**src/hw/rtl/frustum_plane_extraction_assert.svh**
```systemverilog
// Assertion macros for the frustum plane extraction block.
// Expects clk and arst_n in the scope of each use.
`ifndef FRUSTUM_PLANE_EXTRACTION_ASSERT_SVH
`define FRUSTUM_PLANE_EXTRACTION_ASSERT_SVH
`ifndef SYNTHESIS
`define FPE_ASSERT_IMP(lbl, ante, cons) \
	lbl: assert property (@(posedge clk) disable iff (!arst_n) (ante) |-> (cons)) \
		else $error("assertion failed");
`define FPE_ASSERT_NXT(lbl, ante, cons) \
	lbl: assert property (@(posedge clk) disable iff (!arst_n) (ante) |=> (cons)) \
		else $error("assertion failed");
`else
`define FPE_ASSERT_IMP(lbl, ante, cons)
`define FPE_ASSERT_NXT(lbl, ante, cons)
`endif
`endif

```
**src/hw/rtl/fpe_pkg.sv**
```systemverilog
// Shared types and constants for the frustum plane extraction block.
// No dependencies.
package fpe_pkg;
	localparam int FRAC_BITS  = 16;
	localparam int NUM_PLANES = 6;
	localparam int DCNT_W     = $clog2(FRAC_BITS + 34);
	localparam logic [2:0]  LAST_PLANE = 3'(NUM_PLANES - 1);
	localparam logic [1:0]  W_COMP     = 2'd3;
	localparam logic [31:0] W_LIMIT    = 32'h8000_0000;
	localparam logic [31:0] N_MAX_POS  = 32'd131071;
	localparam logic [31:0] N_MAX_NEG  = 32'd131072;

	typedef enum logic [2:0] {
		S_IDLE, S_LOAD, S_NORM, S_SQ, S_SQRT, S_DLOAD, S_DIV, S_EMIT
	} state_t;

	typedef struct packed {
		logic store;
		logic plane_first;
		logic plane_load;
		logic norm_en;
		logic sq_en;
		logic sqrt_en;
		logic div_load;
		logic div_en;
		logic div_store;
		logic emit;
		logic plane_next;
	} cmd_t;

	typedef struct packed {
		logic zero;
		logic norm_done;
		logic sq_done;
		logic sqrt_done;
		logic div_done;
		logic comp_last;
		logic plane_last;
	} sts_t;
endpackage

```
**src/hw/rtl/fpe_ctrl.sv**
```systemverilog
// Sequencer for the frustum plane extraction block.
// Depends on fpe_pkg.
module fpe_ctrl (
	input  logic          clk,
	input  logic          arst_n,
	input  logic          start,
	input  logic          finish,
	input  fpe_pkg::sts_t sts,
	output fpe_pkg::cmd_t cmd,
	output logic          busy
);
	import fpe_pkg::*;

	state_t state_q, state_nx;

	always_ff @(posedge clk or negedge arst_n) begin
		if (!arst_n) begin
			state_q <= S_IDLE;
		end else begin
			state_q <= state_nx;
		end
	end

	always_comb begin
		state_nx = state_q;
		case (state_q)
			S_IDLE: begin
				if (start && finish) state_nx = S_LOAD;
			end
			S_LOAD: state_nx = S_NORM;
			S_NORM: begin
				if (sts.zero) state_nx = S_EMIT;
				else if (sts.norm_done) state_nx = S_SQ;
			end
			S_SQ: begin
				if (sts.sq_done) state_nx = S_SQRT;
			end
			S_SQRT: begin
				if (sts.sqrt_done) state_nx = S_DLOAD;
			end
			S_DLOAD: state_nx = S_DIV;
			S_DIV: begin
				if (sts.div_done) state_nx = sts.comp_last ? S_EMIT : S_DLOAD;
			end
			S_EMIT: state_nx = sts.plane_last ? S_IDLE : S_LOAD;
			default: state_nx = S_IDLE;
		endcase
	end

	always_comb begin
		cmd = '0;
		case (state_q)
			S_IDLE: begin
				cmd.store = start;
				cmd.plane_first = start && finish;
			end
			S_LOAD: cmd.plane_load = 1'b1;
			S_NORM: cmd.norm_en = !sts.zero && !sts.norm_done;
			S_SQ: cmd.sq_en = 1'b1;
			S_SQRT: cmd.sqrt_en = 1'b1;
			S_DLOAD: cmd.div_load = 1'b1;
			S_DIV: begin
				cmd.div_store = sts.div_done;
				cmd.div_en = !sts.div_done;
			end
			S_EMIT: begin
				cmd.emit = 1'b1;
				cmd.plane_next = !sts.plane_last;
			end
			default: cmd = '0;
		endcase
	end

	assign busy = (state_q != S_IDLE);
endmodule

```
**src/hw/rtl/fpe_dp.sv**
```systemverilog
// Datapath: row store, plane sums, normalize, squares, square root, long division.
// Depends on fpe_pkg.
module fpe_dp (
	input  logic                clk,
	input  logic                arst_n,
	input  fpe_pkg::cmd_t       cmd,
	output fpe_pkg::sts_t       sts,
	input  logic [1:0]          row_index,
	input  logic signed [31:0]  elem0,
	input  logic signed [31:0]  elem1,
	input  logic signed [31:0]  elem2,
	input  logic signed [31:0]  elem3,
	output logic                result_valid,
	output logic [2:0]          plane_index,
	output logic signed [17:0]  normal_x,
	output logic signed [17:0]  normal_y,
	output logic signed [17:0]  normal_z,
	output logic signed [31:0]  offset_w,
	output logic                degenerate,
	output logic                last_plane
);
	import fpe_pkg::*;

	logic [31:0]       store_q [4][4];
	logic [2:0]        pi_q;
	logic [32:0]       mag_c [4];
	logic              neg_c [4];
	logic [32:0]       max_c;
	logic [32:0]       mag3_q;
	logic              neg_q [4];
	logic [32:0]       ms_q [3];
	logic [32:0]       m_q;
	logic signed [5:0] k_q;
	logic [1:0]        sq_cnt_q;
	logic [61:0]       prod_q;
	logic [63:0]       sum_q;
	logic [63:0]       x_q;
	logic [63:0]       res_q;
	logic [63:0]       bit_q;
	logic [4:0]        sqrt_cnt_q;
	logic [63:0]       sq_t;
	logic [1:0]        ci_q;
	logic [31:0]       r_q;
	logic [31:0]       q_q;
	logic [2:0]        feed_q;
	logic [DCNT_W-1:0] dcnt_q;
	logic [32:0]       r2;
	logic              ge;
	logic [32:0]       qn;
	logic [31:0]       len;
	logic [31:0]       qsat;
	logic [17:0]       n_q [3];
	logic [31:0]       w_q;
	logic signed [6:0] fk;

	always_ff @(posedge clk) begin
		if (cmd.store) begin
			store_q[row_index][0] <= elem0;
			store_q[row_index][1] <= elem1;
			store_q[row_index][2] <= elem2;
			store_q[row_index][3] <= elem3;
		end
	end

	always_comb begin
		logic signed [32:0] a, b, c;
		for (int j = 0; j < 4; j++) begin
			a = 33'($signed(store_q[3][j]));
			b = 33'($signed(store_q[pi_q[2:1]][j]));
			c = pi_q[0] ? a - b : a + b;
			neg_c[j] = c[32];
			mag_c[j] = c[32] ? 33'(-c) : 33'(c);
		end
		max_c = mag_c[0];
		if (mag_c[1] > max_c) max_c = mag_c[1];
		if (mag_c[2] > max_c) max_c = mag_c[2];
	end

	// plane sums and normalization
	always_ff @(posedge clk) begin
		if (cmd.plane_first) begin
			pi_q <= '0;
		end else if (cmd.plane_next) begin
			pi_q <= pi_q + 3'd1;
		end
		if (cmd.plane_load) begin
			for (int j = 0; j < 4; j++) neg_q[j] <= neg_c[j];
			for (int j = 0; j < 3; j++) ms_q[j] <= mag_c[j];
			mag3_q <= mag_c[3];
			m_q <= max_c;
			k_q <= '0;
		end else if (cmd.norm_en) begin
			if (m_q[32:31] != 2'b00) begin
				m_q <= m_q >> 1;
				for (int j = 0; j < 3; j++) ms_q[j] <= ms_q[j] >> 1;
				k_q <= k_q - 6'sd1;
			end else begin
				m_q <= m_q << 1;
				for (int j = 0; j < 3; j++) ms_q[j] <= ms_q[j] << 1;
				k_q <= k_q + 6'sd1;
			end
		end
	end

	// sum of squares, one multiply per cycle, then bitwise square root
	assign sq_t = res_q + bit_q;

	always_ff @(posedge clk) begin
		if (cmd.plane_load) begin
			sq_cnt_q <= '0;
		end else if (cmd.sq_en) begin
			sq_cnt_q <= sq_cnt_q + 2'd1;
			if (sq_cnt_q != 2'd3) begin
				prod_q <= ms_q[sq_cnt_q][30:0] * ms_q[sq_cnt_q][30:0];
			end
			if (sq_cnt_q == 2'd0) begin
				sum_q <= '0;
			end else begin
				sum_q <= sum_q + 64'(prod_q);
			end
			if (sq_cnt_q == 2'd3) begin
				x_q <= sum_q + 64'(prod_q);
				res_q <= '0;
				bit_q <= 64'd1 << 62;
				sqrt_cnt_q <= '0;
			end
		end else if (cmd.sqrt_en) begin
			if (x_q >= sq_t) begin
				x_q <= x_q - sq_t;
				res_q <= (res_q >> 1) + bit_q;
			end else begin
				res_q <= res_q >> 1;
			end
			bit_q <= bit_q >> 2;
			sqrt_cnt_q <= sqrt_cnt_q + 5'd1;
		end
	end

	// restoring long division with sticky saturation of the quotient
	assign len = res_q[31:0];
	assign fk = 7'(FRAC_BITS) + 7'(k_q);
	assign r2 = {r_q, feed_q[2]};
	assign ge = (r2 >= {1'b0, len});
	assign qn = {q_q, ge};

	always_comb begin
		if (ci_q == W_COMP) begin
			qsat = q_q;
		end else if (neg_q[ci_q]) begin
			qsat = (q_q > N_MAX_NEG) ? N_MAX_NEG : q_q;
		end else begin
			qsat = (q_q > N_MAX_POS) ? N_MAX_POS : q_q;
		end
	end

	always_ff @(posedge clk) begin
		if (cmd.plane_load) begin
			ci_q <= '0;
		end else if (cmd.div_load) begin
			q_q <= '0;
			if (ci_q == W_COMP) begin
				r_q <= 32'(mag3_q >> 3);
				feed_q <= mag3_q[2:0];
				dcnt_q <= DCNT_W'(7'sd3 + fk);
			end else begin
				r_q <= 32'(ms_q[ci_q] >> 1);
				feed_q <= {ms_q[ci_q][0], 2'b00};
				dcnt_q <= DCNT_W'(FRAC_BITS + 1);
			end
		end else if (cmd.div_en) begin
			r_q <= ge ? 32'(r2 - {1'b0, len}) : r2[31:0];
			q_q <= (qn > {1'b0, W_LIMIT}) ? W_LIMIT : qn[31:0];
			feed_q <= feed_q << 1;
			dcnt_q <= dcnt_q - DCNT_W'(1);
		end else if (cmd.div_store) begin
			ci_q <= ci_q + 2'd1;
			if (ci_q == W_COMP) begin
				if (neg_q[3]) w_q <= 32'(-q_q);
				else w_q <= (q_q > W_LIMIT - 32'd1) ? W_LIMIT - 32'd1 : q_q;
			end else begin
				n_q[ci_q] <= neg_q[ci_q] ? 18'(-qsat) : qsat[17:0];
			end
		end
	end

	always_ff @(posedge clk or negedge arst_n) begin
		if (!arst_n) begin
			result_valid <= 1'b0;
		end else begin
			result_valid <= cmd.emit;
		end
	end

	always_ff @(posedge clk) begin
		if (cmd.emit) begin
			plane_index <= pi_q;
			last_plane <= (pi_q == LAST_PLANE);
			degenerate <= sts.zero;
			normal_x <= sts.zero ? '0 : n_q[0];
			normal_y <= sts.zero ? '0 : n_q[1];
			normal_z <= sts.zero ? '0 : n_q[2];
			offset_w <= sts.zero ? '0 : w_q;
		end
	end

	always_comb begin
		sts.zero = (m_q == '0);
		sts.norm_done = (m_q[32:31] == 2'b00) && m_q[30];
		sts.sq_done = (sq_cnt_q == 2'd3);
		sts.sqrt_done = (sqrt_cnt_q == 5'd31);
		sts.div_done = (dcnt_q == '0);
		sts.comp_last = (ci_q == W_COMP);
		sts.plane_last = (pi_q == LAST_PLANE);
	end
endmodule

```
**src/hw/rtl/frustum_plane_extraction.sv**
```systemverilog
// Top level of the frustum plane extraction block.
// Depends on fpe_pkg, fpe_ctrl, fpe_dp and frustum_plane_extraction_assert.svh.
//
// Usage:
// - An item (one matrix row: row_index, elem0..elem3, finish) is taken at a
//   rising edge with start high and busy low. A row without finish is stored
//   and busy stays low.
// - A row with finish is stored, then six planes (left, right, bottom, top,
//   near, far) are formed from rows 0..3. busy is high until the last plane
//   has been handed to the output register.
// - Each plane result shows for one cycle with result_valid high; the sixth
//   carries last_plane. The receiver cannot hold results off.
// - Per plane: load, normalize, multiply/accumulate of the squares, 32
//   square-root steps, three normal divisions and an offset division, then
//   emit. A degenerate plane has only load, normalize check and emit. The
//   square root is bit-serial and one divider is shared by all divisions.
// - Reset clears the sequencer and result_valid; stored rows are undefined
//   until written.
module frustum_plane_extraction (
	input  logic               clk,
	input  logic               arst_n,
	input  logic               start,
	output logic               busy,
	input  logic [1:0]         row_index,
	input  logic signed [31:0] elem0,
	input  logic signed [31:0] elem1,
	input  logic signed [31:0] elem2,
	input  logic signed [31:0] elem3,
	input  logic               finish,
	output logic               result_valid,
	output logic [2:0]         plane_index,
	output logic signed [17:0] normal_x,
	output logic signed [17:0] normal_y,
	output logic signed [17:0] normal_z,
	output logic signed [31:0] offset_w,
	output logic               degenerate,
	output logic               last_plane
);
	import fpe_pkg::*;

	cmd_t cmd;
	sts_t sts;

	fpe_ctrl u_ctrl (
		.clk    (clk),
		.arst_n (arst_n),
		.start  (start),
		.finish (finish),
		.sts    (sts),
		.cmd    (cmd),
		.busy   (busy)
	);

	fpe_dp u_dp (
		.clk          (clk),
		.arst_n       (arst_n),
		.cmd          (cmd),
		.sts          (sts),
		.row_index    (row_index),
		.elem0        (elem0),
		.elem1        (elem1),
		.elem2        (elem2),
		.elem3        (elem3),
		.result_valid (result_valid),
		.plane_index  (plane_index),
		.normal_x     (normal_x),
		.normal_y     (normal_y),
		.normal_z     (normal_z),
		.offset_w     (offset_w),
		.degenerate   (degenerate),
		.last_plane   (last_plane)
	);

`include "frustum_plane_extraction_assert.svh"

	`FPE_ASSERT_NXT(a_finish_busy, start && !busy && finish, busy)
	`FPE_ASSERT_NXT(a_last_single, result_valid && last_plane, !result_valid)
	`FPE_ASSERT_IMP(a_degen_zero, result_valid && degenerate, {normal_x, normal_y, normal_z, offset_w} == '0)
	`FPE_ASSERT_IMP(a_last_index, result_valid && last_plane, plane_index == LAST_PLANE)
endmodule
```
**config.mk**
```make
export PLATFORM = sky130hd
export DESIGN_NAME = frustum_plane_extraction
export DESIGN_NICKNAME = d
export VERILOG_FILES = /design/src/hw/rtl/fpe_pkg.sv /design/src/hw/rtl/fpe_ctrl.sv /design/src/hw/rtl/fpe_dp.sv /design/src/hw/rtl/frustum_plane_extraction.sv
export VERILOG_INCLUDE_DIRS = /design/src /design/src/hw/rtl
export SDC_FILE = /design/constraint.sdc
export NUM_CORES = 2
export LEC_CHECK = 0
export BUFFER_PORTS_ARGS = -buffer_cell sky130_fd_sc_hd__buf_4
export CAP_MARGIN = 20
export CORE_MARGIN = 3
export CORE_UTILIZATION = 23
export DETAILED_ROUTE_END_ITERATION = 8
export REMOVE_ABC_BUFFERS = 1
export SYNTH_ARGS = -nofsm -noshare
export SYNTH_HDL_FRONTEND = slang
export SYNTH_SLANG_ARGS = --single-unit
```
**constraint.sdc**
```tcl
create_clock -name clk -period 31.7 [get_ports clk]
set_clock_uncertainty 0.15 [all_clocks]
set_input_delay 3.17 -clock clk [delete_from_list [all_inputs] [get_ports clk]]
set_output_delay 3.17 -clock clk [all_outputs]
set_load 0.02 [all_outputs]
```
Word level (Yosys, flattened, before mapping):

Memories as Yosys holds them, arrays and structs flattened. A register that Yosys moved wholly into a read port is not among the register bits.
Index checks and enable logic that the tools add are counted.

* multiply operators: 1
* reductions and logical operators: 26
* muxes and demuxes: 96
* eq/ne operators: 18
* $add $sub $neg: 28
* order comparisons: 8
* bitwise logic cells: 9

Operator list (number)
* $mux 64: 11
* $mux 33: 18
* $mux 32: 9
* $add 32x32->33: 4
* $neg 33->33: 4
* $sub 32x32->33: 4
* $mux 18: 5
* $gt 33x33->1: 2
* $add 63x64->64: 1
* $add 64x62->64: 1
* $add 64x64->64: 1
* $ge 64x64->1: 1
* $sub 64x64->64: 1
* $mul 31x31->62: 1
* $ge 33x32->1: 1
* $gt 33x32->1 const B: 1
* $logic_not 33->1: 1
* $gt 32x17->1 const B: 1
* $gt 32x18->1 const B: 1
* $gt 32x31->1 const B: 1
* $neg 32->32: 1
* $sub 32x32->32: 1
* $mux 3: 9
* $mux 1: 24
* other kinds (34): 82

* register bits after elaboration: 548
* logic and storage cells: 214
* memories: 4
* memory bits (writable): 669
* output and inout bits: 93

Memories
* u_dp.store_q: words 4, width 128, rd ports 2, clocked after Yosys merged registers in 1, wr ports 1, RTL line fpe_dp.sv:24 `logic [31:0] store_q [4][4];`
* u_dp.ms_q: words 3, width 33, rd ports 5, clocked after Yosys merged registers in 2, wr ports 3, RTL line fpe_dp.sv:31 `logic [32:0] ms_q [3];`
* u_dp.n_q: words 3, width 18, rd ports 3, clocked after Yosys merged registers in 3, wr ports 1, RTL line fpe_dp.sv:52 `logic [17:0] n_q [3];`
* u_dp.neg_q: words 4, width 1, rd ports 2, clocked after Yosys merged registers in 1, wr ports 4, RTL line fpe_dp.sv:30 `logic neg_q [4];`

Depth between registers and ports, before layout:

* depth in word-level cells: 10
* mapped depth: 70
* mapped depth without buffers: 57

By module:

Synthesis repeated with hierarchy kept, for this count alone.

* cells, all modules: 10120
* area, all modules: 103356.6 um^2

By module, submodules not included
* fpe_dp: area an instance 103041.3 um^2, cells an instance 10079, times used 1
* fpe_ctrl: area an instance 315.3 um^2, cells an instance 41, times used 1

Least setup slack after synthesis:

OpenSTA, ideal clock, no wires.

* kind: register to register
* from: register with a tool-made name
* to: register u_dp.m_q[20], data pin
* period minus slack after synthesis: 14.310 ns
* stages on the path, launching flop included: 67
* setup slack: 17.390 ns
* buffers on the path: 17
* data required time: 31.276 ns
* data arrival time: 13.885 ns
* path through: dfxtp_1 > buf_6 > buf_4 > buf_4 > buf_4 > buf_2 > buf_2 > buf_2 > buf_2 > buf_2 > buf_2 > mux4_2 > inv_1 > ha_1 > nand2b_1 > nor4_1 > nor3b_1 > nor2b_1 > [31 not listed] > buf_4 > o21ai_0 > ha_1 > nor2b_1 > o21a_1 > o21ai_0 > nand2b_1 > a21oi_1 > o21ai_0 > a221oi_1 > o21ai_0 > a221oi_1 > o21ai_0 > a221o_1 > nand2_1 > clkbuf_1 > clkbuf_1 > a31oi_1

RTL lines
* to (signal assigned): RTL line fpe_dp.sv:90 `m_q <= max_c;`
* to (signal assigned): RTL line fpe_dp.sv:94 `m_q <= m_q >> 1;`
* to (signal assigned): RTL line fpe_dp.sv:98 `m_q <= m_q << 1;`
* to (decl): RTL line fpe_dp.sv:32 `logic [32:0] m_q;`

==> out/results.ini <==
[critical_path]
critical_path_peak_fanout = 63
path_common_cell = o21ai_0
end_kind = flop
worst-setup-path-type = flop to flop
crit_arrival_ns = 15.46
cpPeakStageDelay_ns = 0.75
start_kind = flop
cp.required_ns = 32.18
slowest_stage = buf_4
r2r_cells = 57

[clock_network]
clock-sinks = 1244
cts_buffer_depth = 4
worstSkewPairLatency_ns = 0.88
cts-root-buf = clkbuf_16
h-tree-depth = 4
cts_hold_repair.buffers = 0
clk_pin_slew_ns = 0.06
numCtsBuffers = 152
cts_tree = yes
post_cts_buffers = 0
cts_resized = 0

[floorplan]
die_area_sq_mm = 0.456
core_area_sq_mm = 0.445
die_x_microns = 675
rows = 245
io_pins = 227
initial_core_util_pct = 23.1
fp.dieH_microns = 675

[timing]
period_needed_ns = 14.99
max_slew_margin_pct = 26.7
finalMaxSlewViolations = 0
setup_ws_ns = 16.71
setup_viol = 0
setup_tns_ns = 0
fin_crit_sh_pct = 47.3
hold_viol = 0
clock.fmax_mhz = 66.7
tightest_slew_ns = 1.10
hold_slack_ns = 0.341
rsz0062_at_grt = no

[route]
drt_iter0_markers = 5848
wl_per_cell_microns = 18.4
firstDrtPassIters = 6
viasPerCell = 4.60
drc = 0
drtAntennaViolNets = 0
totalWireLength_microns = 299000
vias = 74701

[cells_and_area]
syn2layout_area_growth_pct = 13.4
drive_gt1_share_pct = 8.27
finalNetCount = 11806
finalNonFillerCells = 16256

[worst_hold_path]
holdPathStages = 2
hp-class = flop to flop

[placement]
portBuffers = 226
placedCellCount = 15981
gp_congestion = 0.910
place_ws_ns = 16.77
dp_hpwl_microns = 228000

[yosys]
synthesis.instances = 10071
synth_top_area_share_pct = 35.6
ys_seq_area_share_pct = 36.1
synth_area_leaders = edfxtp_1 (36%), fa_1 (15%), ha_1 (8.4%)
synth-seq-cells = 1244
ys_types = 106
async_reset_ff_share_pct = 0.322
synth_edf_count = 1221
synth.avg_cell_area_sq_um = 10.2
yosys_most_used_dff = edfxtp_1
yosysWarningCount = 0
syn_area_sq_mm = 0.103
yosys.area.top_type = edfxtp_1

[grt]
antenna_found_initial = 50
grt_overflow = 0
grt_pass1_wl_microns = 458000
grtUsageTotal_pct = 12.9
grt_max_degree = 120
grt_pass1_vias = 74881

[job]
max-cap-violations = 0

[status]
outcome = finished, final reports clean

==> final cells by class <==
type | instances | area [sq um]
timing repair buffer | 353 | 2700
clock buffer | 180 | 4020
tap | 5928 | 7420
multi-input combinational | 7225 | 59900
clock inverter | 83 | 870
inverter | 1232 | 4630
antenna | 11 | 27.5
sequential | 1244 | 37200
fill | 46926 | 329000
==> Yosys cell counts, drive strengths merged, types with 118 or more instances <==
cell       n
nand2    874
a31oi    160
edfxtp  1221
fa       770
o21ai    399
nor3     147
nor2     991
clkbuf   297
a21o     211
nor2b    193
ha       694
a21oi    651
xor2     227
xnor2    445
inv     1224
mux2i    118
mux4     128
==> routing by layer <==
metal	track usage [%]	part of all wire, %
met1	16.9	43
met2	21.4	46
met3	2.27	6.2
met4	4.63	4.0
met5	0	0.081
==> registers in the layout, summed over array words and instances, names as in the netlist, 4 cells and up, named ones only <==
name	count
normal_x	18
u_dp.res_q	64
u_dp.bit_q	32
u_dp.n_q	54
normal_y	18
u_dp.r_q	32
u_dp.k_q	6
u_dp.mag3_q	33
u_dp.ms_q	99
u_dp.sum_q	64
normal_z	18
u_dp.m_q	33
u_dp.dcnt_q	6
u_dp.sqrt_cnt_q	5
u_dp.offset_w	32
u_dp.w_q	32
u_dp.neg_q	4
u_dp.q_q	32
u_dp.store_q	512
u_dp.x_q	64
u_dp.prod_q	61
==> cells by family (layout without fill, tap and decap cells) <==
family,Yosys count,in the layout,synth area share (%)
adders and majority gates,1465,1465,23.4
DFF,1244,1244,36.1
xor gates and xnor gates,674,674,5.77
and+or+nand+nor,2868,2868,12.8
AOI/OAI and AO/OA,1963,1963,11.9
muxes,255,255,4.06
other,0,11,0
buffers and inverters,1602,1848,5.95
==> worst max-delay path, delay by kind of cell (launching register included) <==
family / cells / cell delay, ns
xor gates and xnor gates: 2 / 0.32
muxes: 1 / 0.44
DFF: 1 / 0.61
AOI/OAI and AO/OA: 26 / 5.84
and+or+nand+nor: 18 / 3.77
buffers and inverters: 5 / 1.91
adders and majority gates: 5 / 1.63
==> metrics by stage <==
step,utilization (%),cell area (sq um)
3_3_place_gp,25.1,112000
4_1_cts,26.2,117000
5_1_grt,26.2,117000
2_1_floorplan,-,101000
3_5_place_dp,25.1,112000
6_report,26.2,117000
==> worst paths after layout <==
path                                       start           endpoint  slack [ns]
worst min-delay path            u_dp.sq_cnt_q[1]               flop        0.34
worst max-delay path                        flop       u_dp.m_q[16]       16.71
worst min register to register  u_dp.sq_cnt_q[1]               flop        0.34
min in group asynchronous                 arst_n  u_ctrl.state_q[2]        2.03
worst max register to register              flop       u_dp.m_q[16]       16.71
max in group asynchronous                 arst_n  u_dp.result_valid       29.25
==> layout by cell type, fill, tap and decap left out, drive strengths merged, types with 193 or more instances in the layout <==
cell type	instances
inv	1232
xnor2	445
nand2	874
ha	694
buf	353
a21oi	651
edfxtp	1221
fa	770
xor2	227
a21o	211
nor2b	193
o21ai	399
nor2	991
Power is left out: the tool's default activity adds up to more than one toggle a clock period on the data nets, which glitch-free logic cannot reach.
